## src/hdl/spar_pkg.sv

```systemverilog
// ----------------------------------------------------------------------------
// Switch press auto-repeat package
// Shared types and constants for the switch press auto-repeat block.
// ----------------------------------------------------------------------------
package spar_pkg;

    // Per-switch press state.
    typedef enum logic [1:0] {
        PS_IDLE   = 2'd0,
        PS_FIRST  = 2'd1,
        PS_HELD   = 2'd2,
        PS_REPEAT = 2'd3
    } t_press_state;

    // Configuration register indexes.
    localparam int unsigned CFG_IDX_W = 2;
    localparam logic [CFG_IDX_W-1:0] CFG_BACK_NC    = 2'd0;
    localparam logic [CFG_IDX_W-1:0] CFG_DELAY      = 2'd1;
    localparam logic [CFG_IDX_W-1:0] CFG_INTERVAL   = 2'd2;

    // Configuration data width and reset values.
    localparam int unsigned CFG_DATA_W = 16;
    localparam logic [CFG_DATA_W-1:0] DELAY_RST    = 16'd1000;
    localparam logic [CFG_DATA_W-1:0] INTERVAL_RST = 16'd200;

    // Width of the poll time field on the port.
    localparam int unsigned NOW_W = 32;

    // Result of one state update.
    typedef struct packed {
        logic         fire;
        t_press_state state;
    } t_upd;

endpackage

```

## src/hdl/spar_update.sv

```systemverilog
// ----------------------------------------------------------------------------
// Switch press auto-repeat state update
// Computes the next press state and the fire flag for one poll of one switch.
// ----------------------------------------------------------------------------
module spar_update #(
    parameter int unsigned TIME_WIDTH = 32
) (
    input  spar_pkg::t_press_state           i_state,
    input  logic [TIME_WIDTH-1:0]            i_start,
    input  logic [TIME_WIDTH-1:0]            i_now,
    input  logic                             i_active,
    input  logic [spar_pkg::CFG_DATA_W-1:0]  i_delay,
    input  logic [spar_pkg::CFG_DATA_W-1:0]  i_interval,
    output spar_pkg::t_upd                   o_upd
);
    import spar_pkg::*;

    logic [TIME_WIDTH-1:0] w_elapsed;
    logic                  w_delay_gone;
    logic                  w_interval_gone;
    t_press_state          w_next;
    logic                  w_fire;

    // Elapsed time wraps at the time width.
    assign w_elapsed       = i_now - i_start;
    assign w_delay_gone    = w_elapsed > TIME_WIDTH'(i_delay);
    assign w_interval_gone = w_elapsed > TIME_WIDTH'(i_interval);

    // Next state.
    always_comb begin
        w_next = i_state;
        if (!i_active) begin
            w_next = PS_IDLE;
        end else begin
            unique case (i_state)
                PS_IDLE:   w_next = PS_FIRST;
                PS_FIRST:  w_next = PS_HELD;
                PS_HELD:   w_next = w_delay_gone ? PS_REPEAT : PS_HELD;
                PS_REPEAT: w_next = PS_REPEAT;
                default:   w_next = PS_IDLE;
            endcase
        end
    end

    // Fire flag; a fire also restarts the timer.
    always_comb begin
        w_fire = 1'b0;
        if (i_active) begin
            unique case (i_state)
                PS_IDLE:   w_fire = 1'b0;
                PS_FIRST:  w_fire = 1'b1;
                PS_HELD:   w_fire = w_delay_gone;
                PS_REPEAT: w_fire = w_interval_gone;
                default:   w_fire = 1'b0;
            endcase
        end
    end

    assign o_upd.fire  = w_fire;
    assign o_upd.state = w_next;

endmodule

```

## src/hdl/switch_press_auto_repeat.sv

```systemverilog
// ----------------------------------------------------------------------------
// Switch press auto-repeat
// Turns polls of two switches into key press events with auto-repeat.
// ----------------------------------------------------------------------------
// The block takes one poll per clock when the output side does not stall and
// returns one beat with the fire flag for every poll, registered in the update
// stage and then the output register. The press state and timer start of both
// switches sit in one small synchronous memory; a poll reads its switch's
// entry on acceptance, updates it in the next cycle and writes it back, and a
// poll of the same switch that follows directly picks up the new entry
// through a forwarding register. That single read, update and write-back
// sets the rate of one poll a cycle. Stalls on the output hold the pipeline;
// configuration writes are always taken at once.
module switch_press_auto_repeat #(
    parameter int unsigned TIME_WIDTH = 32
) (
    input  logic                             i_clk,
    input  logic                             i_rst_n,
    // Poll input
    input  logic                             i_in_valid,
    output logic                             o_in_ready,
    input  logic                             i_switch_index,
    input  logic                             i_pin_level,
    input  logic [spar_pkg::NOW_W-1:0]       i_now_ms,
    // Event output
    output logic                             o_out_valid,
    input  logic                             i_out_ready,
    output logic                             o_fire,
    // Configuration writes
    input  logic                             i_cfg_valid,
    output logic                             o_cfg_ready,
    input  logic [spar_pkg::CFG_IDX_W-1:0]   i_cfg_index,
    input  logic [spar_pkg::CFG_DATA_W-1:0]  i_cfg_data
);
    import spar_pkg::*;

    localparam int unsigned WORD_W = TIME_WIDTH + 2;

    // Configuration registers.
    logic                  r_back_nc;
    logic [CFG_DATA_W-1:0] r_delay;
    logic [CFG_DATA_W-1:0] r_interval;

    // State memory: start time above, press state in the two low bits.
    logic [WORD_W-1:0]     r_mem [2];
    logic [1:0]            r_vld;

    // Read side of the memory and forwarding.
    logic [WORD_W-1:0]     r_rd_word;
    logic                  r_rd_vld;
    logic                  r_fwd_hit;
    logic [WORD_W-1:0]     r_fwd_word;

    // Update stage.
    logic                  r_s1_valid;
    logic                  r_s1_sw;
    logic                  r_s1_level;
    logic [TIME_WIDTH-1:0] r_s1_now;

    // Output register.
    logic                  r_out_valid;
    logic                  r_fire;

    logic                  w_accept;
    logic                  w_s1_adv;
    logic [WORD_W-1:0]     w_cur_word;
    t_press_state          w_cur_state;
    logic [TIME_WIDTH-1:0] w_cur_start;
    logic                  w_active;
    t_upd                  w_upd;
    logic [WORD_W-1:0]     w_wr_word;

    // Handshakes.
    assign w_s1_adv   = r_s1_valid && (!r_out_valid || i_out_ready);
    assign o_in_ready = !r_s1_valid || w_s1_adv;
    assign w_accept   = i_in_valid && o_in_ready;
    assign o_cfg_ready = 1'b1;

    // Configuration write port; unknown indexes are ignored.
    always_ff @(posedge i_clk) begin
        if (!i_rst_n) begin
            r_back_nc  <= 1'b0;
            r_delay    <= DELAY_RST;
            r_interval <= INTERVAL_RST;
        end else if (i_cfg_valid) begin
            unique case (i_cfg_index)
                CFG_BACK_NC:  r_back_nc  <= i_cfg_data[0];
                CFG_DELAY:    r_delay    <= i_cfg_data;
                CFG_INTERVAL: r_interval <= i_cfg_data;
                default:      r_back_nc  <= r_back_nc;
            endcase
        end
    end

    // Update stage registers.
    always_ff @(posedge i_clk) begin
        if (!i_rst_n) begin
            r_s1_valid <= 1'b0;
        end else if (w_accept) begin
            r_s1_valid <= 1'b1;
        end else if (w_s1_adv) begin
            r_s1_valid <= 1'b0;
        end
    end

    always_ff @(posedge i_clk) begin
        if (w_accept) begin
            r_s1_sw    <= i_switch_index;
            r_s1_level <= i_pin_level;
            r_s1_now   <= TIME_WIDTH'(i_now_ms);
        end
    end

    // Memory read on acceptance; a write-back to the same entry in the same
    // cycle is caught by the forwarding register.
    always_ff @(posedge i_clk) begin
        if (w_accept) begin
            r_rd_word  <= r_mem[i_switch_index];
            r_fwd_word <= w_wr_word;
        end
    end

    always_ff @(posedge i_clk) begin
        if (!i_rst_n) begin
            r_rd_vld  <= 1'b0;
            r_fwd_hit <= 1'b0;
        end else if (w_accept) begin
            r_rd_vld  <= r_vld[i_switch_index];
            r_fwd_hit <= w_s1_adv && (r_s1_sw == i_switch_index);
        end
    end

    // Memory write-back when the update stage hands its beat on.
    always_ff @(posedge i_clk) begin
        if (w_s1_adv) begin
            r_mem[r_s1_sw] <= w_wr_word;
        end
    end

    always_ff @(posedge i_clk) begin
        if (!i_rst_n) begin
            r_vld <= '0;
        end else if (w_s1_adv) begin
            r_vld[r_s1_sw] <= 1'b1;
        end
    end

    // Current entry: forwarded, stored, or idle when never written.
    always_comb begin
        priority if (r_fwd_hit) begin
            w_cur_word = r_fwd_word;
        end else if (r_rd_vld) begin
            w_cur_word = r_rd_word;
        end else begin
            w_cur_word = {r_rd_word[WORD_W-1:2], PS_IDLE};
        end
    end

    assign w_cur_state = t_press_state'(w_cur_word[1:0]);
    assign w_cur_start = w_cur_word[WORD_W-1:2];

    // Switch 1 may be normally closed; switch 0 is always active low.
    assign w_active = (r_s1_sw && r_back_nc) ? r_s1_level : !r_s1_level;

    spar_update #(
        .TIME_WIDTH (TIME_WIDTH)
    ) u_update (
        .i_state    (w_cur_state),
        .i_start    (w_cur_start),
        .i_now      (r_s1_now),
        .i_active   (w_active),
        .i_delay    (r_delay),
        .i_interval (r_interval),
        .o_upd      (w_upd)
    );

    // A fire restarts the timer.
    assign w_wr_word = {(w_upd.fire ? r_s1_now : w_cur_start), w_upd.state};

    // Output register.
    always_ff @(posedge i_clk) begin
        if (!i_rst_n) begin
            r_out_valid <= 1'b0;
        end else if (w_s1_adv) begin
            r_out_valid <= 1'b1;
        end else if (i_out_ready) begin
            r_out_valid <= 1'b0;
        end
    end

    always_ff @(posedge i_clk) begin
        if (w_s1_adv) begin
            r_fire <= w_upd.fire;
        end
    end

    assign o_out_valid = r_out_valid;
    assign o_fire      = r_fire;

`ifndef SYNTHESIS
    // An idle switch never fires.
    a_idle_no_fire: assert property (@(posedge i_clk) disable iff (!i_rst_n)
        (w_s1_adv && w_cur_state == PS_IDLE) |-> !w_upd.fire)
        else $error("idle switch fired");

    // A switch in first state fires on an active poll.
    a_first_fires: assert property (@(posedge i_clk) disable iff (!i_rst_n)
        (w_s1_adv && w_cur_state == PS_FIRST && w_active) |=> (o_out_valid && o_fire))
        else $error("second active poll did not fire");

    // A stalled update stage keeps its beat.
    a_s1_hold: assert property (@(posedge i_clk) disable iff (!i_rst_n)
        (r_s1_valid && !w_s1_adv) |=> (r_s1_valid && $stable(r_s1_now) && $stable(r_s1_sw)))
        else $error("update stage lost its beat during a stall");

    // A directly following poll of the same switch must use forwarding.
    a_fwd_same: assert property (@(posedge i_clk) disable iff (!i_rst_n)
        (w_accept && w_s1_adv && r_s1_sw == i_switch_index) |=> r_fwd_hit)
        else $error("missed forwarding of a write-back");
`endif

endmodule
```

## config.mk

```make
export PLATFORM = sky130hd
export DESIGN_NAME = switch_press_auto_repeat
export DESIGN_NICKNAME = d
export VERILOG_FILES = /design/src/hdl/spar_pkg.sv /design/src/hdl/spar_update.sv /design/src/hdl/switch_press_auto_repeat.sv
export SDC_FILE = /design/constraint.sdc
export NUM_CORES = 1
export LEC_CHECK = 0
export ABC_AREA = 1
export BUFFER_PORTS_ARGS = -buffer_cell sky130_fd_sc_hd__buf_2
export CORE_AREA = 5 5 175 177
export DETAILED_ROUTE_END_ITERATION = 10
export DIE_AREA = 0 0 180 182
export PLACE_DENSITY = 0.62
export SLEW_MARGIN = 40
export SYNTH_ARGS = -nofsm -noshare
export SYNTH_HDL_FRONTEND = slang
export SYNTH_HIERARCHICAL = 1
export SYNTH_SLANG_ARGS = --single-unit
```

## constraint.sdc

```tcl
create_clock -name i_clk -period 10.9 [get_ports i_clk]
set_clock_uncertainty 0.15 [all_clocks]
set_input_delay 2.725 -clock i_clk [delete_from_list [all_inputs] [get_ports i_clk]]
set_output_delay 2.725 -clock i_clk [all_outputs]
set_load 0.1 [all_outputs]
```

==> qor.yml, run 1 <==
status: "finished clean"
r2r-start: "r_fwd_hit$_SDFFE_PN0P_"
wl_per_cell_um: 13.6
leakagePower_nw: 6.00
io_buffers: 59
setup_viol: 0
grt_max_degree: 65
vias: 8429
syn_nets: 1421
path_class: "input port to primary output"
wl_mm: 24.2
cp-end-kind: "primary output"
yosys.area.top_type: "edfxtp_1"
num_antenna_cells: 0
cts.path.max_buffers: 3
fmax_mhz: 160
gp_congestion: 0.914
finalPower_mw: 2.13
top_level_ports: 61
hp-start: "r_vld[0]$_SDFFE_PN0P_"
syn_area_um2: 11400
slew_headroom: 0.484
drtIter0Drc: 484
firstDrtPassIters: 5
grt_pass1_wl_mm: 40.1
root_buffer: "clkbuf_16"
cpMostUsedCell: "buf_2"
syn_avg_cell_area_um2: 8.77
min_path_cells: 2
seq_area_frac_synth: 0.519
maxCapViolCount: 0
overflow: 0
clock-sinks: 210
synth_seq_cells: 210
crit_arrival_ns: 3.39
cts_max_level: 1
cts_hold_buf: 0
min_period_ns: 6.26
chipWidth_um: 180
area_growth_pct: 12.9
fp-row-count: 63
post-cts-setup-buffer-count: 0
start_kind: "input port"
rsz0062_at_grt: "false"
cts_buffers: 24
hold_end: "r_vld[0]$_SDFFE_PN0P_"
worst-path-max-fanout: 3
synth_area_leaders: "edfxtp_1, nand2_1, inv_1"
drc_errors: 0
finalHoldViolCount: 0
coreArea_um2: 29100
async_reset_ff_frac: 0
via_per_inst: 4.76
drv_slew: 0
synth_cells: 1300
post-dp-hpwl_mm: 17.2
worst_ep_required_time_ns: 8.03
yosysWarnings: 6
hold_path_class: "flop to flop"
synth_ff_type: "edfxtp_1"
ir_drop_uv: 108
synth-edff-count: 171
powerDensity_nw_per_um2: 166
start_util: 0.392
cpPeakStageDelay_ns: 0.44
netlist.area_leader.share: 0.451
finalCritPeriodShare: 0.575
dieArea_um2: 32800
cts-resized-gates: 0
clkSlewWorstSetupHoldPaths_ns: 0.06
regToRegSetupSlack_ns: 5.45
nNetsFinal: 1484
path_cells: "buf_2 > inv_1 > nand3_1 > buf_2"
ff2ff_path_depth: 24
worst_slew_pin_slew_ns: 0.774
ant_nets: 0
drive_gt1_frac: 0.110
grt_usage: 0.147
fp.dieH_um: 182
antenna_found_initial: 0
synth_cell_type_count: 38
cts_tree: "yes"
fin_setup_tns_ns: 0
r2r-end: "r_mem[0][11]$_DFFE_PP_"
cpMaxStageDelayCell: "buf_2"
clk_latency_ns: 0.52
grt_pass1_vias: 8162
fin_util: 0.442
## cell usage after synthesis (13+ instances only)
library cell	n
o21ai_0	13
ha_1	63
a21oi_1	37
a31oi_1	33
o21ai_1	18
nor2_1	132
inv_1	216
nand3_1	43
mux2_1	20
edfxtp_1	171
nand2_2	13
mux2_2	14
nand4_1	13
dfxtp_1	39
xor2_1	16
nand2_1	391
## cells in the final DEF (no fill, tap or decap), types with 3 or more instances in the layout
| cell type | netlist | layout |
|---|---|---|
| a21oi_1 | 37 | 37 |
| a31oi_1 | 33 | 33 |
| and2_1 | 4 | 4 |
| buf_2 | 12 | 58 |
| buf_4 | 2 | 5 |
| bufinv_16 | 0 | 3 |
| clkbuf_1 | 5 | 4 |
| clkbuf_16 | 0 | 25 |
| clkinv_1 | 0 | 4 |
| clkinvlp_4 | 0 | 4 |
| dfxtp_1 | 39 | 39 |
| edfxtp_1 | 171 | 171 |
| ha_1 | 63 | 63 |
| inv_1 | 216 | 215 |
| inv_2 | 5 | 4 |
| inv_4 | 1 | 3 |
| mux2_1 | 20 | 20 |
| mux2_2 | 14 | 14 |
| nand2_1 | 391 | 391 |
| nand2_2 | 13 | 13 |
| nand3_1 | 43 | 43 |
| nand3_2 | 5 | 5 |
| nand4_1 | 13 | 13 |
| nor2_1 | 132 | 132 |
| nor2_2 | 10 | 10 |
| o21ai_0 | 13 | 13 |
| o21ai_1 | 18 | 18 |
| xor2_1 | 16 | 16 |
## registers in the layout (all words and copies together), names as in the netlist
| name | cells |
|---|---|
| r_rd_word | 34 |
| r_back_nc | 1 |
| r_s1_now | 32 |
| r_rd_vld | 1 |
| r_s1_valid | 1 |
| r_interval | 16 |
| r_fwd_hit | 1 |
| o_out_valid | 1 |
| r_vld | 2 |
| r_s1_level | 1 |
| r_s1_sw | 1 |
| r_fwd_word | 34 |
| o_fire | 1 |
| r_delay | 16 |
| r_mem | 68 |
## worst max-delay path by stage
stage	from	end	slack [ns]
6_report	i_out_ready	o_in_ready	4.64
2_1_floorplan	i_out_ready	o_in_ready	4.47
4_1_cts	i_out_ready	o_in_ready	4.64
5_1_grt	i_out_ready	o_in_ready	4.58
3_5_place_dp	i_out_ready	o_in_ready	4.64
3_3_place_gp	i_out_ready	o_in_ready	4.64
## cell families (layout without fill, tap and decap cells)
kind of cell    count (synthesis)  count (layout)  share of synthesized area
buf+inv                       248             329                     0.0872
flops                         210             210                      0.519
compound gates                106             106                     0.0513
mux                            34              34                     0.0336
fa+ha+maj                      64              64                     0.0709
simple gates                  620             620                      0.225
xor+xnor                       17              17                     0.0131
other cells                     1               1                   0.000329
## worst max-delay path, delay by kind of cell
kind                   cells  cell delay (ns)
buffers and inverters      3             0.57
AND/OR/NAND/NOR            1             0.10
## cell type report
type                    instances  area, um2
fillers                      2847      16200
flip-flops and latches        210       5920
multi-input cells             842       4490
inverters                     222        841
clock buffers                  29        641
well taps                     390        488
repair buffers                 63        328
clock inverters                15        163
## where the power goes
| part | internal [mW] | total, mW | switching, mW |
|---|---|---|---|
| registers | 0.926 | 0.943 | 0.0169 |
| clock network | 0.490 | 0.805 | 0.315 |
| logic | 0.132 | 0.383 | 0.251 |
| total | 1.55 | 2.13 | 0.583 |
## layer usage
| layer | routed length [um] | part of all wire | track usage |
|---|---|---|---|
| met1 | 11500 | 0.47 | 0.198 |
| met2 | 11100 | 0.46 | 0.251 |
| met3 | 1010 | 0.042 | 0.0198 |
| met4 | 612 | 0.025 | 0.0399 |
| met5 | 0 | 0 | 0 |
## per-stage QoR
stage	hold slack (ns)	cells	area, um2	setup slack, ns
after detailed placement	0.298	1727	12100	4.64
after global placement	0.290	1727	12100	4.64
after floorplan	0.279	1300	11400	4.47
after CTS	0.306	1771	12900	4.64
after global routing	0.321	1771	12900	4.58
final	0.302	1771	12900	4.64
Note: power is estimated with default switching activity, not from simulation.
==> run 2, diff against run 1 <==
ABC_AREA = 0   (was 1)
CORE_AREA = 5 5 171 173   (was 5 5 175 177)
DIE_AREA = 0 0 176 178   (was 0 0 180 182)
PLACE_DENSITY = 0.64   (was 0.62)
clock period = 5.25 ns   (was 10.9 ns; I/O delays follow)
==> run 2 against run 1 <==
  * Sequential cell count is the same
  * Combinational power grew 92%
  * Synthesized area shrank 5.4%
  * Clock power grew 88%
  * Via count shrank 20%
  * Die area shrank 4.4%
  * First-iteration DRC count shrank 31%
  * Synthesized cell count shrank 33%
  * Final area shrank 4.8%
  * Sequential share of layout area grew 2.3 points
  * Power grew 97%
  * Critical path type is now flop to flop
  * Largest cell class unchanged
==> qor.yml, run 2 <==
yosysWarnings: 6
finalPower_mw: 4.19
multi_input_area_um2: 4470
cp-end-kind: "flop"
reg_top3: "r_mem: 68 flops, r_fwd_word: 34 flops, r_rd_word: 34 flops"
overflow: 0
placed_cell_area_um2: 11400
synth-edff-count: 171
placedCellCount: 1258
root_buffer: "clkbuf_16"
cts_max_level: 1
ant_nets: 0
top_register: "r_mem"
ff2ff_path_depth: 23
fin_setup_tns_ns: 0
syn_nets: 996
final_common_cell: "edfxtp_1"
fin_ws_ns: 0.224
cts_tree: "yes"
min_period_ns: 5.03
fp.dieH_um: 178
coreArea_um2: 27500
path_class: "flop to flop"
leakagePower_nw: 4.74
grt_usage: 0.141
ir_drop_uv: 173
design_area_um2: 12300
cts.path.max_buffers: 3
start_kind: "flop"
grt_pass1_wl_mm: 35.7
drive_gt1_frac: 0.234
synth_ff_type: "edfxtp_1"
num_antenna_cells: 0
fin_util: 0.446
top_level_ports: 61
powerDensity_nw_per_um2: 342
grt_max_degree: 50
crit_arrival_ns: 5.11
synth_common_cells: "edfxtp_1, nand2_1, inv_1, mux2_2, ha_1"
vias: 6732
start_util: 0.392
hold_path_class: "flop to flop"
clock_power_share: 0.360
synth_seq_cells: 210
worst_ep_required_time_ns: 5.34
r2r-start: "r_fwd_hit$_SDFFE_PN0P_"
synth_cells: 875
slew_headroom: 0.498
clkSlewWorstSetupHoldPaths_ns: 0.06
finalHoldViolCount: 0
drc_errors: 0
worst_slew_pin_slew_ns: 0.751
fmax_mhz: 199
holdWs_ns: 0.318
wl_per_cell_um: 17.3
mostFrequentLayoutCells: "edfxtp_1, nand2_1, inv_1"
hp-start: "r_vld[1]$_SDFFE_PN0P_"
seq_area_frac_synth: 0.549
status: "finished clean"
p_comb_frac: 0.175
cts_buffers: 23
worst-path-max-fanout: 12
dieArea_um2: 31300
wl_mm: 22.5
drv_slew: 0
gp_congestion: 0.896
drtIter0Drc: 332
syn_area_um2: 10800
p_switching_mw: 1.07
io_buffers: 59
chipWidth_um: 176
synth_cell_type_count: 70
dp_slack_ns: 0.190
p_int_mw: 3.13
nNetsFinal: 1062
regArea_um2: 5920
finalCritPeriodShare: 0.957
area_growth_pct: 13.7
p_seq_frac: 0.464
synth_most_common_cell: "edfxtp_1"
crit_start: "r_fwd_hit$_SDFFE_PN0P_"
largest_reg_flops: 68
post-dp-hpwl_mm: 15.4
antenna_found_initial: 0
yosys.area.top_type: "edfxtp_1"
synth_area_leaders: "edfxtp_1, mux2_2, ha_1"
maxCapViolCount: 0
clock-sinks: 210
final-instance-count-excl-fill: 1301
nFillCells: 2510
clk_latency_ns: 0.50
syn_avg_cell_area_um2: 12.3
fp-row-count: 61
setup_viol: 0
netlist.area_leader.share: 0.476
grt_pass1_vias: 6792
firstDrtPassIters: 7
switching_share: 0.255
min_path_cells: 1
via_per_inst: 5.17
async_reset_ff_frac: 0
[run 2: cell count changes after synthesis, moves of 26 or more]
cell / previous run / this run
inv_1: 216 / 74
a31oi_1: 33 / 4
mux2_4: 0 / 26
nor2_1: 132 / 26
nand2_1: 391 / 98
mux2_2: 14 / 72
[run 2: final cells by class]
type | count | share of cell area
multi-input combinational | 560 | 0.365
timing repair buffer | 72 | 0.0370
clock buffer | 28 | 0.0485
clock inverter | 11 | 0.00838
tap | 346 | 0.0353
inverter | 74 | 0.0227
sequential | 210 | 0.483
[run 2: kinds of logic (layout without fill, tap and decap cells)]
kind of cell	after synthesis	after routing	share of synthesized area
XOR/XNOR	26	26	0.0211
multiplexers	104	104	0.117
flip-flops	210	210	0.549
buffers and inverters	105	185	0.0424
other	1	1	0.000348
adder cells (fa/ha/maj)	64	64	0.0750
AND/OR/NAND/NOR	200	200	0.0887
AO/OA/AOI/OAI	165	165	0.106
[run 2: timing repair]
| action | in CTS | in global routing |
|---|---|---|
| hold buffers | 0 | 0 |
| resized for setup | 0 | 11 |
| setup endpoints to repair | 0 | 96 |
| setup buffers | 0 | 2 |
[run 2: layer usage]
| layer | vias up | global-route usage | wire length (um) |
|---|---|---|---|
| li1 | 3333 | - | - |
| met1 | 3234 | 0.199 | 10800 |
| met2 | 138 | 0.230 | 10400 |
| met3 | 27 | 0.0227 | 996 |
| met4 | 0 | 0.0312 | 357 |
| met5 | - | 0 | 0 |
[run 2: path summary, 6_finish.rpt]
| kind | to | slack (ns) |
|---|---|---|
| max | r_mem[1][6]$_DFFE_PP_ | 0.22 |
| min | r_vld[1]$_SDFFE_PN0P_ | 0.32 |
| max reg2reg | r_mem[1][6]$_DFFE_PP_ | 0.22 |
| min reg2reg | r_vld[1]$_SDFFE_PN0P_ | 0.32 |
[run 2: worst max-delay path, stage by stage, from the launching register on]
cell and delay, ns:
dfxtp_2 0.38, buf_6 0.18, buf_6 0.20, mux2_4 0.33, inv_1 0.06, ha_1 0.30, a21oi_1 0.22, o21ai_0 0.16
nor2_1 0.20, nor2_1 0.07, nor2_1 0.16, xnor2_2 0.12, ha_1 0.31, and4_1 0.22, nand3_1 0.10, a21oi_1 0.14
a221oi_1 0.09, nand2_1 0.09, a21oi_1 0.08, a211o_1 0.31, a31oi_4 0.19, buf_12 0.15, buf_12 0.15, mux2_2 0.38
[run 2: power groups by stage]
stage / Sequential (mW) / Combinational [mW] / Clock (mW)
after floorplan: 1.98 / 0.538 / 0
after global placement: 1.98 / 0.704 / 0
after detailed placement: 1.98 / 0.715 / 0
after CTS: 1.95 / 0.719 / 1.55
after global routing: 1.95 / 0.818 / 1.62
final: 1.95 / 0.736 / 1.51
==> run 3, diff against run 2 <==
RECOVER_POWER = 100   (was default)
SKIP_CTS_REPAIR_TIMING = 1   (was default)
==> run 3 against run 2 <==
  * The run now ends with capacitance limit, slew limit left
  * Sequential cell count unchanged
  * Register-to-register slack gained 0.02 ns
  * Utilization fell by 0.15 points
  * Critical path depth is 1 lower
  * Routed wire length hardly changed
  * Sequential share of layout area rose by 0.17 points
  * Largest power group unchanged
==> qor.yml, run 3 (synthesis results as in run 2) <==
start_kind: "flop"
regToRegSetupSlack_ns: 0.24
wl_per_cell_um: 17.3
grt_usage: 0.141
top_level_ports: 61
reg_top3: "r_mem: 68 flops, r_fwd_word: 34 flops, r_rd_word: 34 flops"
io_buffers: 59
drc_errors: 0
cts_tree: "yes"
chipWidth_um: 176
cp-end-kind: "flop"
maxCapViolCount: 5
min_period_ns: 5.01
fp.dieH_um: 178
drive_gt1_frac: 0.221
top_register: "r_mem"
hold_path_class: "flop to flop"
clk_latency_ns: 0.50
cts.path.max_buffers: 3
clkSlewWorstSetupHoldPaths_ns: 0.06
path_class: "flop to flop"
cpPeakStageDelay_ns: 0.38
finalHoldViolCount: 0
ant_nets: 0
finalPower_mw: 4.19
overflow: 0
num_antenna_cells: 0
fmax_mhz: 200
grt_max_degree: 50
gp_congestion: 0.896
cpMaxStageDelayCell: "dfxtp_2"
area_growth_pct: 13.3
powerDensity_nw_per_um2: 343
crit_arrival_ns: 5.09
slew_headroom: -1.27
dieArea_um2: 31300
worst_slew_pin_slew_ns: 3.41
grt_pass1_vias: 6792
cts_buffers: 23
root_buffer: "clkbuf_16"
mostFrequentLayoutCells: "edfxtp_1, nand2_1, inv_1"
ir_drop_uv: 173
nNetsFinal: 1062
clock-sinks: 210
worst-path-max-fanout: 9
cpMostUsedCell: "a21o_1"
cts_max_level: 1
wl_mm: 22.5
via_per_inst: 5.16
path_cells: "buf_6 > mux2_4 > inv_1 > ha_1 > a21o_1 > a31o_1 > nor2_1 > o21a_1 > o21ai_0 > xor2_1 > ha_1 > a21o_1 > a21o_1 > a221o_1 > nand2_1 > nand2_1 > a21oi_1 > a211o_1 > a31oi_4 > buf_12 > buf_6 > mux2_1"
final_common_cell: "edfxtp_1"
vias: 6718
worst_ep_required_time_ns: 5.34
leakagePower_nw: 4.72
status: "complete, but fails checks"
drv_slew: 201
grt_pass1_wl_mm: 35.7
coreArea_um2: 27500
setup_viol: 0
fin_util: 0.444
firstDrtPassIters: 5
finalCritPeriodShare: 0.954
drtIter0Drc: 384
antenna_found_initial: 0
fp-row-count: 61
violations: "capacitance limit, slew limit"
post-dp-hpwl_mm: 15.4
largest_reg_flops: 68
start_util: 0.392
==> run 3: changes by cell type in the layout (fill, tap and decap cells not counted), sizes merged <==
cell / change
buf: -6
clkbuf: +6
==> run 3: stage by stage <==
step	cell area [um2]	hold WS (ns)	setup TNS, ns	setup WS (ns)	instances
after CTS	12100	0.321	0	0.171	1297
after detailed placement	11400	0.305	0	0.190	1258
after global placement	11400	0.299	0	0.210	1258
after floorplan	10800	0.290	0	0.0174	875
after global routing	12200	0.331	-0.0121	-0.00262	1301
final	12200	0.317	0	0.243	1301
==> run 3: power breakdown <==
part | total, mW | switching, mW | internal (mW) | leakage (nW)
Clock | 1.51 | 0.612 | 0.897 | 0.342
Sequential | 1.95 | 0.0345 | 1.91 | 1.95
Combinational | 0.734 | 0.419 | 0.315 | 2.43
Total | 4.19 | 1.07 | 3.13 | 4.72
==> run 3: final cells by class <==
type                            instances  area [um2]
Fill cell                            2520       15300
Multi-Input combinational cell        560        4460
Tap cell                              346         433
Inverter                               74         278
Sequential cell                       210        5920
Clock buffer                           28         594
Clock inverter                         11         103
Timing Repair Buffer                   72         423
==> run 3: final timing paths <==
check                               from  cells past startpoint                       end
hold / removal     r_vld[1]$_SDFFE_PN0P_                      1     r_vld[1]$_SDFFE_PN0P_
setup / recovery  r_fwd_hit$_SDFFE_PN0P_                     22  r_fwd_word[29]$_DFFE_PP_
setup reg to reg  r_fwd_hit$_SDFFE_PN0P_                     22  r_fwd_word[29]$_DFFE_PP_
hold reg to reg    r_vld[1]$_SDFFE_PN0P_                      1     r_vld[1]$_SDFFE_PN0P_
==> run 3: per-layer routing <==
layer / vias to the layer above / GRT usage / part of all wire / routed length, um
met5: - / 0 / 0 / 0
met4: 0 / 0.0312 / 0.017 / 393
met3: 29 / 0.0227 / 0.040 / 890
met2: 115 / 0.230 / 0.46 / 10300
met1: 3238 / 0.199 / 0.49 / 11000
li1: 3336 / - / - / -
==> run 3: worst max-delay path, delay by kind of cell, from the launching register on <==
kind / cells / cell delay, ns
xor gates and xnor gates: 1 / 0.26
DFF: 1 / 0.38
AOI/OAI and AO/OA: 10 / 1.86
buffers and inverters: 4 / 0.53
adders and majority gates: 2 / 0.60
muxes: 2 / 0.66
and+or+nand+nor: 3 / 0.30
